===== config.mk =====
export PLATFORM = sky130hd
export DESIGN_NAME = integer_binary_op_alu
export DESIGN_NICKNAME = d
export VERILOG_FILES = /design/src/sv/ibalu_pkg.sv /design/src/sv/ibalu_divu.sv /design/src/sv/integer_binary_op_alu.sv
export VERILOG_INCLUDE_DIRS = /design/src /design/src/sv
export SDC_FILE = /design/constraint.sdc
export NUM_CORES = 2
export LEC_CHECK = 0
export CAP_MARGIN = 0
export CORE_MARGIN = 4
export CORE_UTILIZATION = 44
export CTS_BUF_LIST = sky130_fd_sc_hd__clkbuf_8
export DETAILED_ROUTE_END_ITERATION = 7
export DONT_BUFFER_PORTS = 1
export PLACE_DENSITY = 0.56
export SETUP_SLACK_MARGIN = 0.5
export SYNTH_ARGS = -nofsm -noshare
export SYNTH_HDL_FRONTEND = slang
export SYNTH_SLANG_ARGS = --single-unit

===== constraint.sdc =====
create_clock -name clk -period 10.6 [get_ports clk]
set_clock_uncertainty 0.05 [all_clocks]
set_input_delay 2.12 -clock clk [delete_from_list [all_inputs] [get_ports clk]]
set_output_delay 2.12 -clock clk [all_outputs]
set_load 0.05 [all_outputs]

===== src/sv/assert_macros.svh =====
// Assertion macros shared by the integer ALU RTL.
// Each macro checks on the rising edge of clk; IBALU_ASSERT is disabled while rst is high.
`ifndef ASSERT_MACROS_SVH
`define ASSERT_MACROS_SVH

// Concurrent check, reports through $error.
`define IBALU_ASSERT(label, prop, msg) \
  label: assert property (@(posedge clk) disable iff (rst) prop) else $error(msg);

// Check that does not stop at reset.
`define IBALU_ASSERT_ALWAYS(label, prop, msg) \
  label: assert property (@(posedge clk) prop) else $error(msg);

`endif


===== src/sv/ibalu_pkg.sv =====
// Shared constants and types for the integer ALU.
// Used by ibalu_divu and integer_binary_op_alu; depends on nothing.
package ibalu_pkg;

  localparam int DATA_WIDTH = 32;
  localparam int CNT_W      = $clog2(DATA_WIDTH + 1);

  typedef enum logic [3:0] {
    OP_MUL = 4'd0,
    OP_OR  = 4'd1,
    OP_XOR = 4'd2,
    OP_AND = 4'd3,
    OP_SHL = 4'd4,
    OP_SHR = 4'd5,
    OP_MOD = 4'd6,
    OP_DIV = 4'd7,
    OP_SUB = 4'd8,
    OP_POW = 4'd9,
    OP_ADD = 4'd10
  } opcode_t;

  typedef enum logic [1:0] {
    ERR_NONE = 2'd0,
    ERR_DIV0 = 2'd1,
    ERR_NEG  = 2'd2
  } err_t;

  typedef struct packed {
    logic busy;
    logic done;
  } div_status_t;

endpackage


===== src/sv/ibalu_divu.sv =====
// Iterative unsigned restoring divider, one quotient bit per cycle.
// Depends on ibalu_pkg.
`include "assert_macros.svh"

module ibalu_divu (
  input  logic                              clk,
  input  logic                              rst,
  input  logic                              start,
  input  logic [ibalu_pkg::DATA_WIDTH-1:0]  dividend,
  input  logic [ibalu_pkg::DATA_WIDTH-1:0]  divisor,
  output ibalu_pkg::div_status_t            status,
  output logic [ibalu_pkg::DATA_WIDTH-1:0]  quotient,
  output logic [ibalu_pkg::DATA_WIDTH-1:0]  remainder
);

  logic [ibalu_pkg::CNT_W-1:0]      count;
  logic [ibalu_pkg::DATA_WIDTH-1:0] q;
  logic [ibalu_pkg::DATA_WIDTH-1:0] rem;
  logic [ibalu_pkg::DATA_WIDTH-1:0] dvsr;
  logic                             busy;
  logic                             done;
  logic [ibalu_pkg::DATA_WIDTH:0]   trial;

  assign trial = {rem, q[ibalu_pkg::DATA_WIDTH-1]} - {1'b0, dvsr};

  always_ff @(posedge clk) begin
    if (rst) begin
      busy  <= 1'b0;
      done  <= 1'b0;
      count <= '0;
    end else begin
      done <= 1'b0;
      if (start && !busy) begin
        busy  <= 1'b1;
        count <= ibalu_pkg::CNT_W'(ibalu_pkg::DATA_WIDTH);
      end else if (busy) begin
        count <= count - 1'b1;
        if (count == ibalu_pkg::CNT_W'(1)) begin
          busy <= 1'b0;
          done <= 1'b1;
        end
      end
    end
  end

  always_ff @(posedge clk) begin
    if (start && !busy) begin
      q    <= dividend;
      rem  <= '0;
      dvsr <= divisor;
    end else if (busy) begin
      if (!trial[ibalu_pkg::DATA_WIDTH]) begin
        rem <= trial[ibalu_pkg::DATA_WIDTH-1:0];
        q   <= {q[ibalu_pkg::DATA_WIDTH-2:0], 1'b1};
      end else begin
        rem <= {rem[ibalu_pkg::DATA_WIDTH-2:0], q[ibalu_pkg::DATA_WIDTH-1]};
        q   <= {q[ibalu_pkg::DATA_WIDTH-2:0], 1'b0};
      end
    end
  end

  assign status.busy = busy;
  assign status.done = done;
  assign quotient    = q;
  assign remainder   = rem;

  `IBALU_ASSERT(a_done_after_busy, done |-> $past(busy), "divider done without work")
  `IBALU_ASSERT(a_not_both, !(busy && done), "divider busy and done together")
  `IBALU_ASSERT(a_count_live, busy |-> count != '0, "divider busy with zero count")

endmodule


===== src/sv/integer_binary_op_alu.sv =====
// Integer ALU for a bytecode machine: one request gives one wrapped 32-bit result and an
// error code. Logic ops, add, sub, shifts and multiply present their result in the cycle
// after the request is taken, as do divide-by-zero and negative shift or exponent errors.
// Divide and modulo load the divider, run its one-bit-per-cycle steps and sign the result.
// Power alternates multiply and square on the single shared multiplier, one of each per
// exponent bit up to its highest set bit, then writes the result.
// One request is in flight at a time. Depends on ibalu_pkg and ibalu_divu.
`include "assert_macros.svh"

module integer_binary_op_alu (
  input  logic        clk,
  input  logic        rst,
  input  logic        in_valid,
  output logic        in_stall,
  input  logic [3:0]  opcode,
  input  logic signed [31:0] left_operand,
  input  logic signed [31:0] right_operand,
  output logic        out_valid,
  input  logic        out_stall,
  output logic signed [31:0] result_value,
  output logic [1:0]  error_code
);

  typedef enum logic [3:0] {
    S_IDLE = 4'b0001,
    S_DIV  = 4'b0010,
    S_PMUL = 4'b0100,
    S_PSQR = 4'b1000
  } state_t;

  state_t      state, state_next;
  logic [31:0] acc, base, expo;
  logic        is_mod, neg_l, neg_q;
  logic        accept;
  logic [31:0] mul_a, mul_b, prod;
  logic [63:0] prod_full;
  logic [31:0] mag_l, mag_r, div_q, div_r;
  logic        div_start;
  ibalu_pkg::div_status_t div_st;
  logic [31:0] quick_res;
  logic [1:0]  quick_err;
  logic        quick_done;

  assign in_stall = (state != S_IDLE) || out_valid;
  assign accept   = in_valid && !in_stall;

  always_comb begin
    case (state)
      S_PSQR:  begin mul_a = base;         mul_b = base; end
      S_PMUL:  begin mul_a = acc;          mul_b = base; end
      default: begin mul_a = left_operand; mul_b = right_operand; end
    endcase
  end
  assign prod_full = mul_a * mul_b;
  assign prod      = prod_full[31:0];

  assign mag_l = left_operand[31]  ? -left_operand  : left_operand;
  assign mag_r = right_operand[31] ? -right_operand : right_operand;

  // Combinational results for the quick ops and the error checks; divide and power only set up here.
  always_comb begin
    quick_res  = '0;
    quick_err  = ibalu_pkg::ERR_NONE;
    quick_done = 1'b1;
    div_start  = 1'b0;
    case (opcode)
      ibalu_pkg::OP_MUL: quick_res = prod;
      ibalu_pkg::OP_OR:  quick_res = left_operand | right_operand;
      ibalu_pkg::OP_XOR: quick_res = left_operand ^ right_operand;
      ibalu_pkg::OP_AND: quick_res = left_operand & right_operand;
      ibalu_pkg::OP_ADD: quick_res = left_operand + right_operand;
      ibalu_pkg::OP_SUB: quick_res = left_operand - right_operand;
      ibalu_pkg::OP_SHL: begin
        if (right_operand[31])         quick_err = ibalu_pkg::ERR_NEG;
        else if (right_operand >= 32)  quick_res = '0;
        else                           quick_res = left_operand << right_operand[4:0];
      end
      ibalu_pkg::OP_SHR: begin
        if (right_operand[31])         quick_err = ibalu_pkg::ERR_NEG;
        else if (right_operand >= 32)  quick_res = {32{left_operand[31]}};
        else                           quick_res = left_operand >>> right_operand[4:0];
      end
      ibalu_pkg::OP_MOD, ibalu_pkg::OP_DIV: begin
        if (right_operand == '0) begin
          quick_err = ibalu_pkg::ERR_DIV0;
        end else begin
          quick_done = 1'b0;
          div_start  = accept;
        end
      end
      ibalu_pkg::OP_POW: begin
        if (right_operand[31]) quick_err = ibalu_pkg::ERR_NEG;
        else                   quick_done = 1'b0;
      end
      default: quick_res = '0;
    endcase
  end

  ibalu_divu u_divu (
    .clk       (clk),
    .rst       (rst),
    .start     (div_start),
    .dividend  (mag_l),
    .divisor   (mag_r),
    .status    (div_st),
    .quotient  (div_q),
    .remainder (div_r)
  );

  always_comb begin
    state_next = state;
    case (state)
      S_IDLE: begin
        if (accept && !quick_done)
          state_next = (opcode == ibalu_pkg::OP_POW) ? S_PMUL : S_DIV;
      end
      S_DIV:   if (div_st.done) state_next = S_IDLE;
      S_PMUL:  if (expo != '0) state_next = S_PSQR; else state_next = S_IDLE;
      S_PSQR:  state_next = S_PMUL;
      default: state_next = S_IDLE;
    endcase
  end

  always_ff @(posedge clk) begin
    if (rst) begin
      state     <= S_IDLE;
      out_valid <= 1'b0;
    end else begin
      state <= state_next;
      if (out_valid && !out_stall)
        out_valid <= 1'b0;
      else if ((state == S_IDLE && accept && quick_done) ||
               (state == S_DIV && div_st.done) ||
               (state == S_PMUL && expo == '0))
        out_valid <= 1'b1;
    end
  end

  always_ff @(posedge clk) begin
    case (state)
      S_IDLE: begin
        if (accept) begin
          result_value <= quick_res;
          error_code   <= quick_err;
          is_mod       <= (opcode == ibalu_pkg::OP_MOD);
          neg_l        <= left_operand[31];
          neg_q        <= left_operand[31] ^ right_operand[31];
          acc          <= 32'd1;
          base         <= left_operand;
          expo         <= right_operand;
        end
      end
      S_DIV: begin
        if (div_st.done) begin
          if (is_mod) result_value <= neg_l ? -div_r : div_r;
          else        result_value <= neg_q ? -div_q : div_q;
        end
      end
      S_PMUL: begin
        if (expo == '0) result_value <= acc;
        else if (expo[0]) acc <= prod;
      end
      S_PSQR: begin
        base <= prod;
        expo <= expo >> 1;
      end
      default: ;
    endcase
  end

  `IBALU_ASSERT(a_err_zero, out_valid && error_code != ibalu_pkg::ERR_NONE |-> result_value == '0, "error result not zero")
  `IBALU_ASSERT(a_accept_busy, accept |=> (state != S_IDLE) || out_valid, "request dropped")
  `IBALU_ASSERT(a_div_state, div_st.done |-> state == S_DIV, "divider done outside divide")
  `IBALU_ASSERT_ALWAYS(a_rst_idle, rst |=> state == S_IDLE && !out_valid, "reset not idle")

endmodule

==> impl_results.md <==
* Outcome: complete, no violations
* Hold path depth at 1
* Most common cell on crit path: fa_1
* CTS Root Cell: clkbuf_8
* Ys Warns at 0
* Avg Inst Size Synth at 8.55 um^2
* Largest net degree at the start of global routing at approximately 130
* Share of layout cells above drive strength 1 at 0.0787
* # nets final at a little over 5,000
* Arrival @ worst endpoint at 10.04 ns
* Synth top area cells: fa_1 22%, edfxtp_1 16%, ha_1 8.5%
* Worst-Margin Slew at 1.34 ns
* Clock latency reported for the late side of the worst-skew pair at 0.68 ns
* Total core area at 85,300 um^2
* Worst hold slack at approximately 0.42 ns
* Die Ht at 301 um
* Max-cap violations at 0
* RR Endpoint: result_value[26]
* Post-synth top cells: 565 x nor2_1, 512 x inv_1, 470 x nand2_1
* Final GP Congestion at 1.01
* CP max stage delay at around 0.66 ns
* Crit start category: flop
* Reg2reg setup slack at 0.87 ns
* Worst-path cell with the longest stage delay: mux2i_1
* EDFF count, synth at 197
* Worst setup EP type: flop
* Hold_buf cts at 0
* Synth area leader: fa_1
* Most frequent cell after synthesis: nor2_1
* Cell count after synthesis at 4,426
* Syn Std Cell Area at about 38,000 um^2
* RSZ-0062 raised after global routing: false
* Post-synthesis register bit count at 242
* Number of global-route vias before repair at roughly 33,000
* Hold Path Class: reg2reg
* CP Max Fanout at 29
* Via Count at 34,200
* Effective utilization at floorplan at 0.444
* IO Pins at approximately 110
* Total track usage at 0.360
* Die X at between 300 and 400 um
* Clock transition at path regs at 0.07 ns
* Yosys cell types at a little under 90
* CTS tree: done
* CTS Sinks at about 240
* Clock Path Buffers at 3
* DRC Markers at 0
* Async S/R FF share, synth at 0
* Final setup viols at 0
* Top cell family by delay on the critical path: adder cells
* Net Count, Synth at between 5,000 and 6,000
* Hold Crit Start: u_divu.count[5]
* Die area at 90,800 um^2
* Fin. max-slew vios at 0
* Overflow after GRT at 0
* Final WL at between 150 and 200 mm
* Vias/cell at 6.17
* Buf/Inv on CP at 7
* Seq/Total Area, Yosys at 0.180
* Num CTS Buffers at 48
* Htree depth at 2
* Hold Path End: u_divu.count[5]
* Post-synth top flop: edfxtp_1
* Stages on worst setup path at 29
* First-pass GRT wire length at 237 mm
* TritonRoute pass-1 iters at 6
* Setup ws final at 0.871 ns
* Post-synth top area share at 0.217
* Final ANT Viol Nets at 0
* Initial detailed-routing violation count at 4,434
* Required time of the critical path at 10.91 ns
* Fmax at about 100 MHz
* Synthesis-to-finish area growth at 6.98%
* Worst rel slew slack at 0.0995
* WL per Instance at 29.8 um
* Worst reg2reg path depth at 29
* HPWL after DPL at 130 mm
* Setup_tns at 0 ns
* Period utilisation layout at 0.918
* Initial antenna violation count at 11
* Min Clock Period, post-route at 9.73 ns
* Final-report hold violation count at 0
* Cell Rows at 107
* Crit Reg-Reg Startpoint: state[1]
* PortBufs at 0
* Pre-CTS setup slack at 0.487 ns
* Post-CTS sizing at 0
* Worst Path Class, Setup: reg2reg
[repair_timing]
action | CTS | global route
endpoints found under the setup margin | 0 | 2
hold endpoints to repair | 0 | 0
setup buffers | 0 | 4
[area by class of cell]
| cell class | count | area [um^2] |
|---|---|---|
| inverters | 515 | 1930 |
| fillers | 8515 | 44800 |
| flip-flops and latches | 242 | 6820 |
| clock buffers | 50 | 688 |
| clock inverters | 38 | 287 |
| diodes | 7 | 17.5 |
| multi-input cells | 3412 | 28200 |
| repair buffers | 139 | 1110 |
| well taps | 1144 | 1430 |
[placed cells by master (no fill, tap or decap), types with 36 or more instances in the layout]
cell      instances
nor2_1          564
inv_1           528
nand2_1         469
fa_1            410
o21ai_0         324
ha_1            258
xnor2_1         201
a21oi_1         200
edfxtp_1        197
buf_4           134
mux2i_1         112
xor2_1           66
clkbuf_8         50
o31ai_1          47
dfxtp_1          45
nand2b_1         41
nand3_1          41
and2_1           41
nor3_1           40
a221o_1          38
a21o_1           36
[worst reg2reg max path: cells and delay by family, from the launching register on]
| kind | cells | cell delay (ns) |
|---|---|---|
| AOI/OAI and AO/OA | 4 | 1.01 |
| xor gates and xnor gates | 1 | 0.15 |
| adders and majority gates | 9 | 4.14 |
| buffers and inverters | 7 | 1.48 |
| DFF | 1 | 0.53 |
| muxes | 1 | 0.68 |
| and+or+nand+nor | 7 | 1.38 |
[cell families after synthesis]
logic type	after synthesis	synth area share
buffers and inverters	773	0.0793
AO/OA/AOI/OAI	940	0.160
adder cells (fa/ha/maj)	668	0.302
multiplexers	176	0.0576
XOR/XNOR	272	0.0647
AND/OR/NAND/NOR	1355	0.156
flip-flops	242	0.180
[registers in the layout (all words and copies together), names as in the netlist, 4 cells and up]
register          count
u_divu.count          6
acc                  32
base                 32
u_divu.remainder     32
expo                 32
result_value         32
state                 4
u_divu.quotient      32
u_divu.dvsr          32
[how the worst max path moves through the flow]
stage                          start               end  slack (ns)
finish                      state[1]  result_value[26]        0.87
global route                state[1]  result_value[26]        0.60
CTS                         state[1]  result_value[26]        0.90
detailed placement   left_operand[7]  result_value[20]        0.49
global placement     left_operand[7]  result_value[20]        0.53
floorplan           right_operand[1]  result_value[31]        0.66
[metal layers]
metal,wire length [um],track usage,share of wire,up-vias
li1,-,-,-,14900
met1,69000,0.513,0.42,17000
met2,68700,0.522,0.42,2085
met3,21300,0.111,0.13,304
met4,6190,0.112,0.037,4
met5,20,0,0.00012,-
[metrics by stage]
stage	std cells	utilization	instance area [um^2]
after floorplan	4426	-	37900
after global placement	5447	0.463	39400
after detailed placement	5447	0.463	39400
after CTS	5535	0.474	40400
after global routing	5540	0.475	40500
final	5547	0.475	40500
Power is left out: the tool's default activity adds up to more than one toggle a clock period on the data nets, which glitch-free logic cannot reach.
